File: src/hw/rtl/rphc_pkg.sv
// Shared types and constants for the reflow profile heater controller.
`timescale 1ns / 1ps
package rphc_pkg;

   localparam int TEMP_W          = 10;
   localparam int DUR_W           = 16;
   localparam int SECS_W          = 20;
   localparam int MEAS_W          = 12;
   localparam int DIFF_W          = TEMP_W + 1;
   localparam int PROD_W          = DIFF_W + DUR_W + 1;
   localparam int DIVIDEND_W      = 26;
   localparam int DIV_CNT_W       = 5;

   localparam int ZONE_REGS       = 5;
   localparam int ZONE_IDX_W      = 3;
   localparam int ZONE_COUNT_DEF  = 5;
   localparam int ZONE_TARGET_LSB = 16;

   localparam int CSR_ADDR_W      = 3;
   localparam int CSR_DATA_W      = 26;
   localparam logic [CSR_ADDR_W-1:0] CSR_ROOM_TEMP = 3'd0;
   localparam logic [CSR_ADDR_W-1:0] CSR_ZONE_BASE = 3'd1;

   localparam logic [TEMP_W-1:0] ROOM_TEMP_RESET = 10'd25;

   localparam int REQ_DATA_W      = 40;
   localparam int RSP_DATA_W      = 16;

   typedef struct packed {
      logic [TEMP_W-1:0] target;
      logic [DUR_W-1:0]  dur;
   } zone_type;

   typedef struct packed {
      logic [DIVIDEND_W-1:0] quot;
      logic                  rem_nz;
   } div_res_type;

endpackage

File: src/hw/rtl/rphc_cfg_regs.sv
// Configuration registers: room temperature and the zone table with its read select.
`timescale 1ns / 1ps
module rphc_cfg_regs (
   input  logic                                clock,
   input  logic                                reset,
   input  logic                                csr_we,
   input  logic [rphc_pkg::CSR_ADDR_W-1:0]     csr_addr,
   input  logic [rphc_pkg::CSR_DATA_W-1:0]     csr_wdata,
   input  logic [rphc_pkg::ZONE_IDX_W-1:0]     zone_sel,
   output rphc_pkg::zone_type                  zone,
   output logic [rphc_pkg::TEMP_W-1:0]         idle_temp
);
   import rphc_pkg::*;

   logic [TEMP_W-1:0]     room_ff;
   logic [CSR_DATA_W-1:0] zone_ff [ZONE_REGS];
   logic [CSR_ADDR_W-1:0] zone_waddr;
   logic                  zone_wr;

   assign zone_waddr = csr_addr - CSR_ZONE_BASE;
   assign zone_wr    = csr_we && (csr_addr >= CSR_ZONE_BASE)
                       && (csr_addr <= CSR_ADDR_W'(ZONE_REGS));

   always_ff @(posedge clock) begin
      if (reset) begin
         room_ff <= ROOM_TEMP_RESET;
         for (int i = 0; i < ZONE_REGS; i++) begin
            zone_ff[i] <= '0;
         end
      end else begin
         if (csr_we && (csr_addr == CSR_ROOM_TEMP)) begin
            room_ff <= csr_wdata[TEMP_W-1:0];
         end
         if (zone_wr) begin
            zone_ff[zone_waddr] <= csr_wdata;
         end
      end
   end

   always_comb begin
      zone = '0;
      if (zone_sel < ZONE_IDX_W'(ZONE_REGS)) begin
         zone.target = zone_ff[zone_sel][ZONE_TARGET_LSB +: TEMP_W];
         zone.dur    = zone_ff[zone_sel][DUR_W-1:0];
      end
   end

   assign idle_temp = room_ff;

endmodule

File: src/hw/rtl/rphc_serial_div.sv
// Restoring divider, one quotient bit per cycle.
`timescale 1ns / 1ps
module rphc_serial_div (
   input  logic                               clock,
   input  logic                               reset,
   input  logic                               start,
   input  logic [rphc_pkg::DIVIDEND_W-1:0]    dividend,
   input  logic [rphc_pkg::DUR_W-1:0]         divisor,
   output logic                               done,
   output rphc_pkg::div_res_type              result
);
   import rphc_pkg::*;

   logic                  busy_ff, busy_in;
   logic                  done_ff, done_in;
   logic [DIV_CNT_W-1:0]  cnt_ff, cnt_in;
   logic [DIVIDEND_W-1:0] quot_ff, quot_in;
   logic [DUR_W-1:0]      rem_ff, rem_in;
   logic [DUR_W-1:0]      divisor_ff, divisor_in;
   logic [DUR_W:0]        trial;
   logic                  fits;

   assign trial = {rem_ff, quot_ff[DIVIDEND_W-1]};
   assign fits  = trial >= {1'b0, divisor_ff};

   always_comb begin
      busy_in    = busy_ff;
      done_in    = 1'b0;
      cnt_in     = cnt_ff;
      quot_in    = quot_ff;
      rem_in     = rem_ff;
      divisor_in = divisor_ff;
      if (start) begin
         busy_in    = 1'b1;
         cnt_in     = '0;
         quot_in    = dividend;
         rem_in     = '0;
         divisor_in = divisor;
      end else if (busy_ff) begin
         quot_in = {quot_ff[DIVIDEND_W-2:0], fits};
         rem_in  = fits ? DUR_W'(trial - {1'b0, divisor_ff}) : trial[DUR_W-1:0];
         cnt_in  = cnt_ff + 1'b1;
         if (cnt_ff == DIV_CNT_W'(DIVIDEND_W - 1)) begin
            busy_in = 1'b0;
            done_in = 1'b1;
         end
      end
   end

   always_ff @(posedge clock) begin
      if (reset) begin
         busy_ff <= 1'b0;
         done_ff <= 1'b0;
         cnt_ff  <= '0;
      end else begin
         busy_ff <= busy_in;
         done_ff <= done_in;
         cnt_ff  <= cnt_in;
      end
      quot_ff    <= quot_in;
      rem_ff     <= rem_in;
      divisor_ff <= divisor_in;
   end

   assign done          = done_ff;
   assign result.quot   = quot_ff;
   assign result.rem_nz = |rem_ff;

endmodule

File: src/hw/rtl/reflow_profile_heater_control.sv
// Top level: sequencer for the zone scan, interpolation and heater decision.
// One update word is taken at a time; req_tready is high only while the sequencer is idle.
// An inactive update (run_active or profile_chosen low) goes from accept straight to the
// finish state. An active update scans the zones one per cycle, then passes through the
// multiply state, the divide launch state, the wait on the bit-serial divider and the
// finish state, which writes the output register once it is free. Past the last zone the
// target is the idle temperature. A finished result waits in the output register while
// the next update word is taken. Config writes apply from the next cycle on.
`timescale 1ns / 1ps
module reflow_profile_heater_control #(
   parameter int ZONE_COUNT = rphc_pkg::ZONE_COUNT_DEF
) (
   input  logic                               clock,
   input  logic                               reset,
   input  logic                               req_tvalid,
   output logic                               req_tready,
   // measured_temp[11:0], elapsed_seconds[31:12], run_active[32], profile_chosen[33]
   input  logic [rphc_pkg::REQ_DATA_W-1:0]    req_tdata,
   output logic                               rsp_tvalid,
   input  logic                               rsp_tready,
   // heater_on[0], target_temp[10:1]
   output logic [rphc_pkg::RSP_DATA_W-1:0]    rsp_tdata,
   input  logic                               csr_we,
   input  logic [rphc_pkg::CSR_ADDR_W-1:0]    csr_addr,
   input  logic [rphc_pkg::CSR_DATA_W-1:0]    csr_wdata
);
   import rphc_pkg::*;

   typedef enum logic [2:0] {
      S_IDLE,
      S_SCAN,
      S_MUL,
      S_DSTART,
      S_DIV,
      S_FIN
   } state_type;

   state_type                state_ff, state_in;
   logic signed [MEAS_W-1:0] meas_ff, meas_in;
   logic [SECS_W-1:0]        secs_ff, secs_in;
   logic                     active_ff, active_in;
   logic [ZONE_IDX_W-1:0]    idx_ff, idx_in;
   logic [TEMP_W-1:0]        start_temp_ff, start_temp_in;
   logic [SECS_W-1:0]        start_time_ff, start_time_in;
   logic signed [DIFF_W-1:0] diff_ff, diff_in;
   logic [DUR_W-1:0]         offset_ff, offset_in;
   logic [DUR_W-1:0]         dur_ff, dur_in;
   logic signed [PROD_W-1:0] prod_ff, prod_in;
   logic [TEMP_W-1:0]        target_ff, target_in;
   logic                     heater_ff, heater_in;
   logic                     rsp_valid_ff, rsp_valid_in;
   logic [RSP_DATA_W-1:0]    rsp_data_ff, rsp_data_in;

   zone_type                 zone;
   logic [TEMP_W-1:0]        idle_temp;
   logic [SECS_W-1:0]        end_time;
   logic                     hit;
   logic [PROD_W-1:0]        prod_abs;
   logic                     div_start;
   logic                     div_done;
   div_res_type              div_res;
   logic [DIFF_W-1:0]        q_mag;
   logic signed [MEAS_W-1:0] q_signed;
   logic [MEAS_W-1:0]        sum;
   logic signed [MEAS_W:0]   meas_ext;
   logic signed [MEAS_W:0]   target_ext;
   logic                     heater_next;

   rphc_cfg_regs u_cfg (
      .clock     (clock),
      .reset     (reset),
      .csr_we    (csr_we),
      .csr_addr  (csr_addr),
      .csr_wdata (csr_wdata),
      .zone_sel  (idx_ff),
      .zone      (zone),
      .idle_temp (idle_temp)
   );

   rphc_serial_div u_div (
      .clock    (clock),
      .reset    (reset),
      .start    (div_start),
      .dividend (prod_abs[DIVIDEND_W-1:0]),
      .divisor  (dur_ff),
      .done     (div_done),
      .result   (div_res)
   );

   assign end_time    = start_time_ff + SECS_W'(zone.dur);
   assign hit         = secs_ff < end_time;
   assign prod_abs    = prod_ff[PROD_W-1] ? PROD_W'(-prod_ff) : PROD_W'(prod_ff);
   assign q_mag       = DIFF_W'(div_res.quot[TEMP_W-1:0])
                        + DIFF_W'(prod_ff[PROD_W-1] & div_res.rem_nz);
   assign q_signed    = prod_ff[PROD_W-1] ? -signed'({1'b0, q_mag}) : signed'({1'b0, q_mag});
   assign sum         = MEAS_W'({2'b00, start_temp_ff}) + MEAS_W'(q_signed);
   assign meas_ext    = {meas_ff[MEAS_W-1], meas_ff};
   assign target_ext  = signed'({3'b000, target_ff});
   assign heater_next = active_ff ? (meas_ext < target_ext) : heater_ff;

   always_comb begin
      state_in      = state_ff;
      meas_in       = meas_ff;
      secs_in       = secs_ff;
      active_in     = active_ff;
      idx_in        = idx_ff;
      start_temp_in = start_temp_ff;
      start_time_in = start_time_ff;
      diff_in       = diff_ff;
      offset_in     = offset_ff;
      dur_in        = dur_ff;
      prod_in       = prod_ff;
      target_in     = target_ff;
      heater_in     = heater_ff;
      rsp_valid_in  = rsp_valid_ff & ~rsp_tready;
      rsp_data_in   = rsp_data_ff;
      div_start     = 1'b0;
      case (state_ff)
         S_IDLE: begin
            if (req_tvalid) begin
               meas_in       = req_tdata[MEAS_W-1:0];
               secs_in       = req_tdata[MEAS_W +: SECS_W];
               active_in     = req_tdata[MEAS_W+SECS_W] & req_tdata[MEAS_W+SECS_W+1];
               idx_in        = '0;
               start_temp_in = idle_temp;
               start_time_in = '0;
               target_in     = idle_temp;
               state_in      = active_in ? S_SCAN : S_FIN;
            end
         end
         S_SCAN: begin
            if (hit) begin
               diff_in   = signed'(DIFF_W'({1'b0, zone.target}) - DIFF_W'({1'b0, start_temp_ff}));
               offset_in = DUR_W'(secs_ff - start_time_ff);
               dur_in    = zone.dur;
               state_in  = S_MUL;
            end else begin
               start_temp_in = zone.target;
               start_time_in = end_time;
               if (idx_ff == ZONE_IDX_W'(ZONE_COUNT - 1)) begin
                  target_in = idle_temp;
                  state_in  = S_FIN;
               end else begin
                  idx_in = idx_ff + 1'b1;
               end
            end
         end
         S_MUL: begin
            prod_in  = PROD_W'(diff_ff * signed'({1'b0, offset_ff}));
            state_in = S_DSTART;
         end
         S_DSTART: begin
            div_start = 1'b1;
            state_in  = S_DIV;
         end
         S_DIV: begin
            if (div_done) begin
               target_in = sum[TEMP_W-1:0];
               state_in  = S_FIN;
            end
         end
         S_FIN: begin
            if (!rsp_valid_ff || rsp_tready) begin
               heater_in    = heater_next;
               rsp_valid_in = 1'b1;
               rsp_data_in  = RSP_DATA_W'({target_ff, heater_next});
               state_in     = S_IDLE;
            end
         end
         default: begin
            state_in = S_IDLE;
         end
      endcase
   end

   always_ff @(posedge clock) begin
      if (reset) begin
         state_ff     <= S_IDLE;
         active_ff    <= 1'b0;
         heater_ff    <= 1'b0;
         rsp_valid_ff <= 1'b0;
         idx_ff       <= '0;
      end else begin
         state_ff     <= state_in;
         active_ff    <= active_in;
         heater_ff    <= heater_in;
         rsp_valid_ff <= rsp_valid_in;
         idx_ff       <= idx_in;
      end
      meas_ff       <= meas_in;
      secs_ff       <= secs_in;
      start_temp_ff <= start_temp_in;
      start_time_ff <= start_time_in;
      diff_ff       <= diff_in;
      offset_ff     <= offset_in;
      dur_ff        <= dur_in;
      prod_ff       <= prod_in;
      target_ff     <= target_in;
      rsp_data_ff   <= rsp_data_in;
   end

   assign req_tready = (state_ff == S_IDLE);
   assign rsp_tvalid = rsp_valid_ff;
   assign rsp_tdata  = rsp_data_ff;

   a_div_done_in_div: assert property (@(posedge clock) disable iff (reset)
      div_done |-> (state_ff == S_DIV))
      else $error("divider finished outside the divide wait");

   a_accept_leaves_idle: assert property (@(posedge clock) disable iff (reset)
      (req_tvalid && req_tready) |=> (state_ff == S_SCAN || state_ff == S_FIN))
      else $error("accepted word did not start a scan or finish");

   a_quot_bound: assert property (@(posedge clock) disable iff (reset)
      div_done |-> (div_res.quot[DIVIDEND_W-1:TEMP_W] == '0))
      else $error("interpolation quotient out of temperature range");

endmodule

File: config.mk
export PLATFORM = sky130hd
export DESIGN_NAME = reflow_profile_heater_control
export DESIGN_NICKNAME = d
export VERILOG_FILES = /design/src/hw/rtl/rphc_pkg.sv /design/src/hw/rtl/rphc_cfg_regs.sv /design/src/hw/rtl/rphc_serial_div.sv /design/src/hw/rtl/reflow_profile_heater_control.sv
export SDC_FILE = /design/constraint.sdc
export NUM_CORES = 1
export LEC_CHECK = 0
export ABC_CLOCK_PERIOD_IN_PS = 7700
export BUFFER_PORTS_ARGS = -buffer_cell sky130_fd_sc_hd__buf_2
export CAP_MARGIN = 15
export CORE_MARGIN = 5
export CORE_UTILIZATION = 55
export DETAILED_ROUTE_END_ITERATION = 16
export GPL_ROUTABILITY_DRIVEN = 0
export GPL_TIMING_DRIVEN = 0
export PLACE_DENSITY = 0.72
export SLEW_MARGIN = 20
export SYNTH_ARGS = -nofsm -noshare
export SYNTH_HDL_FRONTEND = slang
export SYNTH_SLANG_ARGS = --single-unit
File: constraint.sdc
create_clock -name clock -period 7.7 [get_ports clock]
set_input_delay 0.77 -clock clock [delete_from_list [all_inputs] [get_ports clock]]
set_output_delay 0.77 -clock clock [all_outputs]
set_load 0.02 [all_outputs]
## Word level (Yosys, flattened, before mapping)

Memory sizes are Yosys's and may differ from the RTL's. A register that Yosys moved wholly into a read port is not among the register bits.
Index checks and enable logic that the tools add are counted.

- Memories kept: 1
- Memory bits (read-only): 0
- Register bits: 238
- Bits of input ports: 74
- Latch bits: 0
- Bits in writable memories: 130

Memory list:

| name | depth | width | read ports | clocked after Yosys merged registers in | wr ports | RTL line | text |
|---|---|---|---|---|---|---|---|
| u_cfg.zone_ff | 5 | 26 | 1 | 1 | 5 | rphc_cfg_regs.sv:16 | `logic [CSR_DATA_W-1:0] zone_ff [ZONE_REGS];` |

- Magnitude comparators: 6
- Bitwise gates (word level): 5
- Eq/ne operators: 14
- Multiply operators: 1
- Reduce and logical (&&, ||, !) cells: 21
- Multiplexer cells: 45
- Shifts and indexed selects: 0
- Add/sub/neg operators: 11
- Divide/modulo/power cells: 0

Operators with widths:

| cell | count |
|---|---|
| $mux W26 | 5 |
| $mux W10 | 6 |
| $mux W20 | 2 |
| $pmux W20 S2 | 1 |
| $mux W3 | 12 |
| $sub A16 B16 Y16 | 2 |
| $pmux W10 S3 | 1 |
| $mul A11 B17 Y28 | 1 |
| $neg A26 Y26 | 1 |
| $reduce_or A26 Y1 | 1 |
| $add A20 B16 Y20 | 1 |
| $lt A20 B20 Y1 | 1 |
| $pmux W10 S2 | 1 |
| $pmux W3 S6 | 1 |
| $ge A17 B16 Y1 | 1 |
| $mux W16 | 1 |
| $reduce_or A16 Y1 | 1 |
| $mux W1 | 14 |
| $lt A12 B11 Y1 | 1 |
| $sub A10 B10 Y11 | 1 |
| $add A10 B1 Y10 | 1 |
| $add A10 B10 Y10 | 1 |
| $ne A2 B2 Y1 const B | 5 |
| $neg A10 Y10 | 1 |
| 27 further kinds | 40 |

## Depth between registers and ports, before layout

Gate-level depths: netlist of the first run.

- Depth after elaboration: 8
- Gate-level depth with buffers: 23
- Gate-level depth less buffers: 20

## By module

A second synthesis of the first run with hierarchy kept.

- Cells, all modules: 2432
- Area, all modules: 25543.2 um^2

By module, submodules not included:

| module | times used | area an instance (um^2) | cells each | seq. area each (um^2) |
|---|---|---|---|---|
| reflow_profile_heater_control | 1 | 15368.5 | 1559 | 4774.6 |
| rphc_cfg_regs | 1 | 6426.2 | 526 | 4103.9 |
| rphc_serial_div | 1 | 3748.6 | 347 | 1721.7 |

## Least setup slack after synthesis of the first run

No wires, ideal clock.

- Kind: reg2reg
- Start: register (tool-made name)
- End: register diff_ff[0], enable pin
- Cell stages (with the launch flop): 22
- Path buffers: 3
- Setup time: 0.444 ns
- Arrival: 6.493 ns
- Clock period less this slack: 6.937 ns
- Setup slack: 0.763 ns
- Required time: 7.256 ns
- Cells stage by stage: dfxtp_1 > buf_2 > buf_2 > buf_2 > mux4_2 > mux2i_1 > nor2_1 > ha_1 > fa_1 > a21o_1 > a21oi_1 > o21a_1 > o31a_1 > o211ai_1 > and3_1 > or2_2 > ha_1 > a21oi_1 > o211ai_1 > and4bb_2 > nor2_1 > nor2_1

RTL lines:

| what | RTL line | text |
|---|---|---|
| end signal, assigned | reflow_profile_heater_control.sv:194 | `diff_ff <= diff_in;` |
| end, declared | reflow_profile_heater_control.sv:45 | `logic signed [DIFF_W-1:0] diff_ff, diff_in;` |

==> results of run 1 <==
what timing repair did:
action	in CTS	in global routing
gates resized for setup	0	4
endpoints found under the setup margin	0	32
endpoints found under the hold margin	0	0
through the flow:
step	area [sq um]	setup slack [ns]	TNS [ns]
after floorplan	27970	0.7632	0
after global placement	29210	-1.530	-95.84
after detailed placement	29460	0.4312	0
after CTS	31070	0.3642	0
after global routing	31070	0.1882	0
final	31080	0.5726	0
metal layers:
metal  part of all wire [%]  up-vias  routed length (um)  track usage (%)
met5                  0.032        -                  21                0
met4                    3.0        4                1965            6.052
met3                    6.3      128                4108            4.030
met2                     50      632               32650            41.14
met1                     41     9329               26760            30.38
li1                       -     8696                   -                -
kinds of logic (layout without fill, tap and decap cells):
family,count (synthesis),after routing
AO/OA/AOI/OAI,349,349
XOR/XNOR,122,122
AND/OR/NAND/NOR,729,729
adder cells (fa/ha/maj),317,317
multiplexers,103,103
other,1,7
buffers and inverters,336,518
flip-flops,448,448
area by class of cell:
cell class | instances | share of cell area [%]
antenna | 2 | 0.01610
buffer | 89 | 1.192
clock buffer | 64 | 4.187
clock inverter | 26 | 1.006
inverter | 247 | 2.983
multi-input combinational | 1625 | 44.17
sequential | 448 | 41.84
tap | 672 | 2.705
timing repair buffer | 92 | 1.900
critical path: stages, from the launching register on:
cell and delay (ns):
dfxtp_1 0.31, clkbuf_1 0.33, clkbuf_1 0.59, clkbuf_2 0.44, mux4_2 0.37, mux2i_1 0.16
nor2_1 0.16, ha_1 0.29, fa_1 0.40, a21o_1 0.17, a21oi_1 0.28, o21a_1 0.21
o31a_1 0.23, o211ai_1 0.15, and3_1 0.23, or2_2 0.30, ha_1 0.31, nand3_1 0.12
nor3_1 0.29, o21ai_0 0.12, and4bb_2 0.30, nor2_1 0.29, nand4_1 0.20, a221oi_2 0.27
buf_4 0.24
placed cells by master, fill, tap and decap left out, drive strengths merged, types with 9 or more instances in the layout:
cell type,netlist,layout
nand3,22,22
inv,246,247
a211oi,12,12
o21a,24,24
nor2,114,114
and2,205,205
nor4,11,11
o21bai,12,12
mux2i,37,37
or2,9,9
nor3,40,40
ha,186,186
edfxtp,403,403
nand2b,39,39
mux4,52,52
nor2b,17,17
nand4,11,11
clkbuf,73,137
mux2,14,14
nand2,217,217
xnor2,72,72
clkinv,1,19
a21o,34,34
fa,131,131
xor2,50,50
a21oi,83,83
dfxtp,45,45
a31oi,18,18
o21ai,103,103
and3,9,9
buf,16,108
flip-flops by register name, summed over array words and instances (netlist names), named ones only:
register / count
u_div.busy_ff: 1
u_div.cnt_ff: 5
offset_ff: 16
prod_ff: 27
idx_ff: 3
heater_ff: 1
dur_ff: 16
rsp_tdata: 11
meas_ff: 12
diff_ff: 11
u_cfg.zone_ff: 208
target_ff: 10
state_ff: 3
u_div.divisor_ff: 16
start_time_ff: 20
secs_ff: 20
rsp_tvalid: 1
start_temp_ff: 10
u_div.quot_ff: 26
u_cfg.idle_temp: 10
u_div.done: 1
u_div.rem_ff: 16
active_ff: 1
path summary, 6_finish.rpt:
check / from / end / slack (ns)
max: flip-flop / target_ff[1] / 0.57
min: req_tdata[24] / secs_ff[12] / 0.34
max reg2reg: flip-flop / target_ff[1] / 0.57
min reg2reg: dur_ff[1] / u_div.divisor_ff[1] / 0.42
==> reports/qor.yml, run 1 <==
status: "finished, final reports clean"
grt_pass1_wl_mm: 104.0
arrival_ns: 7.38
drive_above_1_share_pct: 10.54
grt_max_degree: 28
root_buffer: "clkbuf_16"
synthArstFlopShare_pct: 0
dpl.cell_count: 3173
synth-xor-area-share_pct: 3.822
grt_use_total_pct: 23.41
synth_area_leader_cell: "edfxtp_1"
grt_pass1_vias: 19130
areaGrowthSynthToFinish_pct: 11.17
slew_violations: 0
timing.final.crit_share_pct: 92.56
multi_input_area_sq_um: 13730
grt_overflow_total: 0
synthMuxAreaShare_pct: 6.077
numCtsBuffers: 48
netlist_area_sq_um: 27960
cts_setup_buffers: 0
clock_sinks: 448
synth_top_family_by_area: "adder cells"
syn_inst: 2405
vias_per_cell: 5.755
crit_path_end_kind: "flip-flop"
wl_per_cell_um: 20.06
hold_viol_final: 0
clock_path_buffers: 3
pin_count: 92
first_pass_iters: 5
avgSynthCellArea_sq_um: 11.62
die_h_um: 235.5
worstRegToRegCells: 24
synthTopCellsByArea: "edfxtp_1, fa_1, ha_1, and2_1, mux4_2"
die_x_um: 235.5
cts_hold_buffers: 0
cts_tree: "done"
hold_path_class: "input port to flip-flop"
drc: 0
synth_common_cells: "edfxtp_1, inv_1, nand2_1"
coreArea_sq_um: 50270
yosys.area_share.simple_pct: 13.27
fp-row-count: 82
drtIter0Drc: 1503
crit_type: "flip-flop to flip-flop"
hold_path_depth: 1
ys_warn_count: 0
path_max_fanout: 10
drv_cap: 0
seqCellArea_sq_um: 13000
fill_cells: 4002
finalWirelength_mm: 65.51
vias: 18790
htree_levels: 2
fmax_mhz: 140.3
clock_latency_ns: 0.61
rsz0062_at_grt: "no"
fin_hold_ws_ns: 0.3383
yosysUniqueCellTypes: 71
synth_compound_area_share_pct: 7.970
dp_hpwl_mm: 49.07
worst_ep_required_time_ns: 7.95
setup_viol: 0
cts.clk_slew.worst_paths_ns: 0.06
grt_antenna_before_repair: 4
post-route-util_pct: 61.82
die-area_sq_um: 55440
final_cells: 3265
slew_headroom_pct: 26.28
period_needed_ns: 7.127
synth_edf_count: 403
synth.most_common_cell: "edfxtp_1"
ant_nets: 0
seq_area_frac_synth_pct: 46.51
clock_skew_ns: 0.06241
io_buffers: 80
synthAdderAreaFrac_pct: 17.70
synth.top_cell.area_share_pct: 43.28
tightestPinTransition_ns: 1.097
yosys_register_bits: 448
start_util_pct: 55.61
finalNetCount: 2942
startpoint_type: "flip-flop"
synth-main-ff-cell: "edfxtp_1"
Power of run 1 is left out: the tool's default activity adds up to more than one toggle a clock period on the data nets, which glitch-free logic cannot reach.
==> run 2, diff against run 1 <==
--- a/config.mk
+++ b/config.mk
@@ -6,8 +6,8 @@
 export NUM_CORES = 1
 export LEC_CHECK = 0
 export ABC_CLOCK_PERIOD_IN_PS = 7700
-export BUFFER_PORTS_ARGS = -buffer_cell sky130_fd_sc_hd__buf_2
-export CAP_MARGIN = 15
+export BUFFER_PORTS_ARGS = -buffer_cell sky130_fd_sc_hd__buf_4
+export CAP_MARGIN = 20
 export CORE_MARGIN = 5
 export CORE_UTILIZATION = 55
 export DETAILED_ROUTE_END_ITERATION = 16
==> reports/qor.yml, run 2 (same netlist as run 1, synthesis figures left out) <==
hold_viol_final: 0  # unchanged
root_buffer: "clkbuf_16"
seqCellArea_sq_um: 13000  # unchanged
clock_latency_ns: 0.62  # about the same
clock_skew_ns: 0.04620  # -0.01622 ns
finalNetCount: 2940  # -0.068%
hold_path_depth: 1  # unchanged
ant_nets: 0  # unchanged
cts_tree: "done"
grt_use_total_pct: 23.92  # +0.51 points
path_max_fanout: 23  # +13
grt_pass1_vias: 19600  # +2.5%
cp_slowest_cell: "clkbuf_1"
vias: 18790  # +0.016%
crit_type: "flip-flop to flip-flop"
start_util_pct: 55.61  # unchanged
coreArea_sq_um: 50270  # unchanged
setup_viol: 0  # unchanged
largest_reg_flops: 208  # unchanged
slew_headroom_pct: 31.56  # +5.3 points
slew_violations: 0  # unchanged
reg_top3: "u_cfg.zone_ff x208, prod_ff x27, u_div.quot_ff x26"
areaGrowthSynthToFinish_pct: 12.05
met3_usage_pct: 4.335  # +0.30 points
cpPeakStageDelay_ns: 0.56  # -0.03 ns
pre_cts_slack_ns: 0.2991  # -0.1322 ns
dp_hpwl_mm: 49.70  # +1.3%
die_h_um: 235.5  # unchanged
multi_input_area_sq_um: 13740  # about the same
layout_commonest_cell: "edfxtp_1"
htree_levels: 2  # unchanged
die_x_um: 235.5  # unchanged
worst_ep_required_time_ns: 7.99  # +0.04 ns
io_buffers: 80  # unchanged
grt_max_degree: 28  # unchanged
layout_common_cells: "edfxtp_1, inv_1, nand2_1, and2_1, ha_1"
busiest_layer: "met2"
final_cells: 3260  # -0.15%
worstRegToRegCells: 23  # -4.2%
clock_path_buffers: 3  # unchanged
wl_per_cell_um: 20.33  # +1.3%
cts.clk_slew.worst_paths_ns: 0.06  # about the same
grt_pass1_wl_mm: 105.9  # +1.8%
regMostFlops: "u_cfg.zone_ff"
antenna_cells: 0  # -2
die-area_sq_um: 55440  # unchanged
hold_path_class: "input port to flip-flop"
setup_ws_ns: 0.5407  # -0.03188 ns
drive_above_1_share_pct: 10.78  # +0.24 points
first_pass_iters: 5  # unchanged
drc: 0  # unchanged
startpoint_type: "flip-flop"
grt_overflow_total: 0  # unchanged
vias_per_cell: 5.764  # +0.17%
met2_usage_pct: 41.34  # +0.20 points
finalWirelength_mm: 66.27  # +1.2%
dpl.cell_count: 3172  # -0.032%
fp-row-count: 82  # unchanged
crit_path_end_kind: "flip-flop"
drtIter0Drc: 1337  # -11%
cts_setup_buffers: 0  # unchanged
period_needed_ns: 7.159  # +0.03188 ns
drv_cap: 0  # unchanged
timing.final.crit_share_pct: 92.98  # +0.41 points
rsz0062_at_grt: "no"
grtUsageMet1_pct: 30.70  # +0.31 points
tightestPinTransition_ns: 1.025  # -0.07186 ns
clock_sinks: 448  # unchanged
grt_antenna_before_repair: 1  # -3
numCtsBuffers: 47  # -2.1%
fill_cells: 3933  # -1.7%
worstPathCellList: "clkbuf_1 > clkbuf_1 > clkbuf_2 > mux4_2 > mux2i_1 > nor2_1 > ha_1 > fa_1 > a21o_1 > a21oi_1 > o21a_1 > o31a_1 > o211ai_1 > and3_1 > or2_2 > ha_1 > nand3_1 > nor3_1 > o21ai_0 > and4bb_2 > o21ai_0 > nor2b_4 > buf_16"
status: "finished, final reports clean"
arrival_ns: 7.45  # +0.07 ns
fmax_mhz: 139.7  # -0.45%
pin_count: 92  # unchanged
run 2: changes by cell type in the layout (fill, tap and decap cells not counted), sizes merged:
cell,change
diode,-2
inv,+1
buf,-1
clkinv,-3
run 2: what timing repair did:
item	CTS	global route
setup endpoints to repair	0	54
resized for setup	0	4
hold buffers	0	0
run 2: area by class of cell:
| type | instances | area share (%) |
|---|---|---|
| multi-input combinational | 1625 | 43.86 |
| clock buffer | 64 | 4.222 |
| inverter | 247 | 2.960 |
| clock inverter | 24 | 1.142 |
| tap | 672 | 2.684 |
| timing repair buffer | 91 | 2.448 |
| buffer | 89 | 1.182 |
| sequential | 448 | 41.51 |
run 2: routing by layer:
metal	wire (um)	up-vias	part of all wire, %
met3	4342	138	6.6
met5	13	-	0.020
met2	33040	618	50
li1	-	8678	-
met1	26380	9356	40
met4	2482	2	3.7
run 2: worst paths after layout:
check                           slack, ns             endpoint    startpoint
worst min register to register       0.42  u_div.divisor_ff[6]     dur_ff[6]
worst min-delay path                 0.32           meas_ff[7]  req_tdata[7]
worst max-delay path                 0.54    start_time_ff[18]     flip-flop
worst max register to register       0.54    start_time_ff[18]     flip-flop
run 2: worst max-delay path, delay by kind of cell (launching register included):
family | cells | cell delay [ns]
simple gates | 7 | 1.81
compound gates | 7 | 1.58
buf+inv | 4 | 1.57
fa+ha+maj | 3 | 1.02
mux | 2 | 0.53
flops | 1 | 0.30
run 2: per-stage QoR:
step                utilization [%]  TNS [ns]  instance area (sq um)  hold slack [ns]
global placement              58.51    -99.17                  29410           0.4010
floorplan                         -         0                  27970           0.4003
CTS                           62.29         0                  31310           0.2856
detailed placement            58.94         0                  29630           0.4072
finish                        62.31         0                  31330           0.3213
global route                  62.31         0                  31330           0.2857
Power of run 2 is left out for the same reason.
==> run 3, diff against run 2 <==
--- a/config.mk
+++ b/config.mk
@@ -8,6 +8,7 @@
 export ABC_CLOCK_PERIOD_IN_PS = 7700
 export BUFFER_PORTS_ARGS = -buffer_cell sky130_fd_sc_hd__buf_4
 export CAP_MARGIN = 20
+export CORE_ASPECT_RATIO = 1.1
 export CORE_MARGIN = 5
 export CORE_UTILIZATION = 55
 export DETAILED_ROUTE_END_ITERATION = 16
==> reports/qor.yml, run 3 (same netlist as run 1, synthesis figures left out) <==
status: "finished, final reports clean"
worstRegToRegCells: 23  # unchanged
htree_levels: 2  # unchanged
vias: 18740  # -0.30%
grt_antenna_before_repair: 1  # unchanged
pre_cts_slack_ns: 0.3537  # +0.05466 ns
clock_sinks: 448  # unchanged
rr_endpoint: "start_time_ff[9]"
cts_setup_buffers: 0  # unchanged
multi_input_area_sq_um: 13720  # -0.12%
worst_ep_required_time_ns: 7.98  # about the same
layout_commonest_cell: "edfxtp_1"
setup_viol: 0  # unchanged
r2r_slack_ns: 0.46  # -0.08 ns
die_h_um: 246.5  # +4.7%
areaGrowthSynthToFinish_pct: 11.78
crit_path_end_kind: "flip-flop"
grt_pass1_vias: 19720  # +0.60%
cts.clk_slew.worst_paths_ns: 0.06  # about the same
drtIter0Drc: 1378  # +3.1%
drive_above_1_share_pct: 10.58  # -0.20 points
hold_viol_final: 0  # unchanged
slew_headroom_pct: 24.87  # -6.7 points
numCtsBuffers: 48  # +2.1%
arrival_ns: 7.52  # +0.07 ns
hp-start: "req_tdata[9]"
grt_pass1_wl_mm: 105.7  # -0.18%
finalNetCount: 2942  # +0.068%
die-area_sq_um: 55450  # about the same
vias_per_cell: 5.766  # about the same
holdPathEnd: "meas_ff[9]"
grt_overflow_total: 0  # unchanged
cts_tree: "done"
coreArea_sq_um: 50250  # about the same
startpoint_type: "flip-flop"
crit_type: "flip-flop to flip-flop"
first_pass_iters: 7  # +2
fill_cells: 3958  # +0.64%
ant_nets: 0  # unchanged
setup_ws_ns: 0.4615  # -0.07921 ns
pin_count: 92  # unchanged
reg_top3: "u_cfg.zone_ff x208, prod_ff x27, u_div.quot_ff x26"
path_max_fanout: 21  # -8.7%
antenna_cells: 0  # unchanged
grt_max_degree: 28  # unchanged
hold_path_depth: 1  # unchanged
final_area_sq_um: 31250  # -0.24%
hold_path_class: "input port to flip-flop"
timing.final.crit_share_pct: 94.01  # +1.0 points
fmax_mhz: 138.2  # -1.1%
drv_cap: 0  # unchanged
drc: 0  # unchanged
dp_hpwl_mm: 50.00  # +0.61%
clock_skew_ns: 0.03918  # -0.007019 ns
period_needed_ns: 7.239  # +0.07921 ns
io_buffers: 80  # unchanged
die_x_um: 225.0  # -4.5%
regMostFlops: "u_cfg.zone_ff"
grt_use_total_pct: 24.24  # +0.33 points
clock_latency_ns: 0.61  # about the same
layout_common_cells: "edfxtp_1, inv_1, nand2_1, and2_1, ha_1"
finalWirelength_mm: 66.54  # +0.41%
wl_per_cell_um: 20.48  # +0.75%
largest_reg_flops: 208  # unchanged
start_util_pct: 55.64  # about the same
root_buffer: "clkbuf_16"
rsz0062_at_grt: "no"
clock_path_buffers: 3  # unchanged
tightestPinTransition_ns: 1.118  # +0.09294 ns
seqCellArea_sq_um: 13000  # unchanged
place_area_sq_um: 29620  # about the same
slew_violations: 0  # unchanged
fp-row-count: 86  # +4.9%
==> run 3: cell count changes in the layout (fill, tap and decap cells not counted), moves of 2 or more <==
cell       before  now
clkbuf_16      49   51
nor3_1         34   37
nor3_2          6    3
bufinv_16       6    3
clkbuf_1       82   85
==> run 3: through the flow <==
| stage | utilization [%] | setup TNS [ns] | std cells | hold slack, ns |
|---|---|---|---|---|
| global route | 62.19 | 0 | 3249 | 0.2945 |
| global placement | 58.51 | -85.50 | 3149 | 0.4044 |
| CTS | 62.19 | 0 | 3249 | 0.3019 |
| floorplan | - | 0 | 2409 | 0.4003 |
| finish | 62.19 | 0 | 3249 | 0.3382 |
| detailed placement | 58.95 | 0 | 3161 | 0.4045 |
==> run 3: critical path, cell delays in order (launching register included) <==
cell	delay, ns
dfxtp_1	0.31
clkbuf_1	0.36
clkbuf_1	0.59
clkbuf_2	0.44
mux4_2	0.36
mux2i_1	0.17
nor2_1	0.15
ha_1	0.27
fa_1	0.41
a21o_1	0.18
a21oi_1	0.27
o21a_1	0.20
o31a_1	0.23
o211ai_1	0.18
and3_1	0.25
or2_2	0.29
ha_1	0.32
nand3_1	0.11
nor3_1	0.30
o21ai_0	0.14
and4bb_2	0.31
o21ai_0	0.39
nor2b_4	0.46
buf_16	0.22
==> run 3: how the worst max path moves through the flow <==
stage,startpoint,endpoint,slack [ns],depth (start not counted)
4_1_cts,flip-flop,start_time_ff[9],0.26,23
6_report,flip-flop,start_time_ff[9],0.46,23
5_1_grt,flip-flop,start_time_ff[9],0.12,22
3_5_place_dp,flip-flop,target_ff[2],0.35,24
3_3_place_gp,flip-flop,offset_ff[15],-1.22,21
2_1_floorplan,flip-flop,diff_ff[0],0.76,21
==> run 3: repair_timing <==
action,CTS,global route
endpoints found under the setup margin,0,21
hold buffers,0,0
resized for setup,0,4
==> run 3: cell type report <==
cell class              count  share of cell area, %
multi-input cells        1625                  43.91
flip-flops and latches    448                  41.61
clock buffers              68                  4.384
inverters                 247                  2.967
well taps                 660                  2.642
repair buffers             92                  2.478
plain buffers              89                  1.185
clock inverters            20                 0.8248
==> run 3: layer usage <==
layer | GRT usage, % | vias to the layer above | wire [um]
met2 | 43.41 | 556 | 34170
met1 | 29.87 | 9303 | 26290
met3 | 3.277 | 166 | 3139
met4 | 9.314 | 2 | 2925
li1 | - | 8708 | -
met5 | 0 | - | 13
Power of run 3 is left out for the same reason.
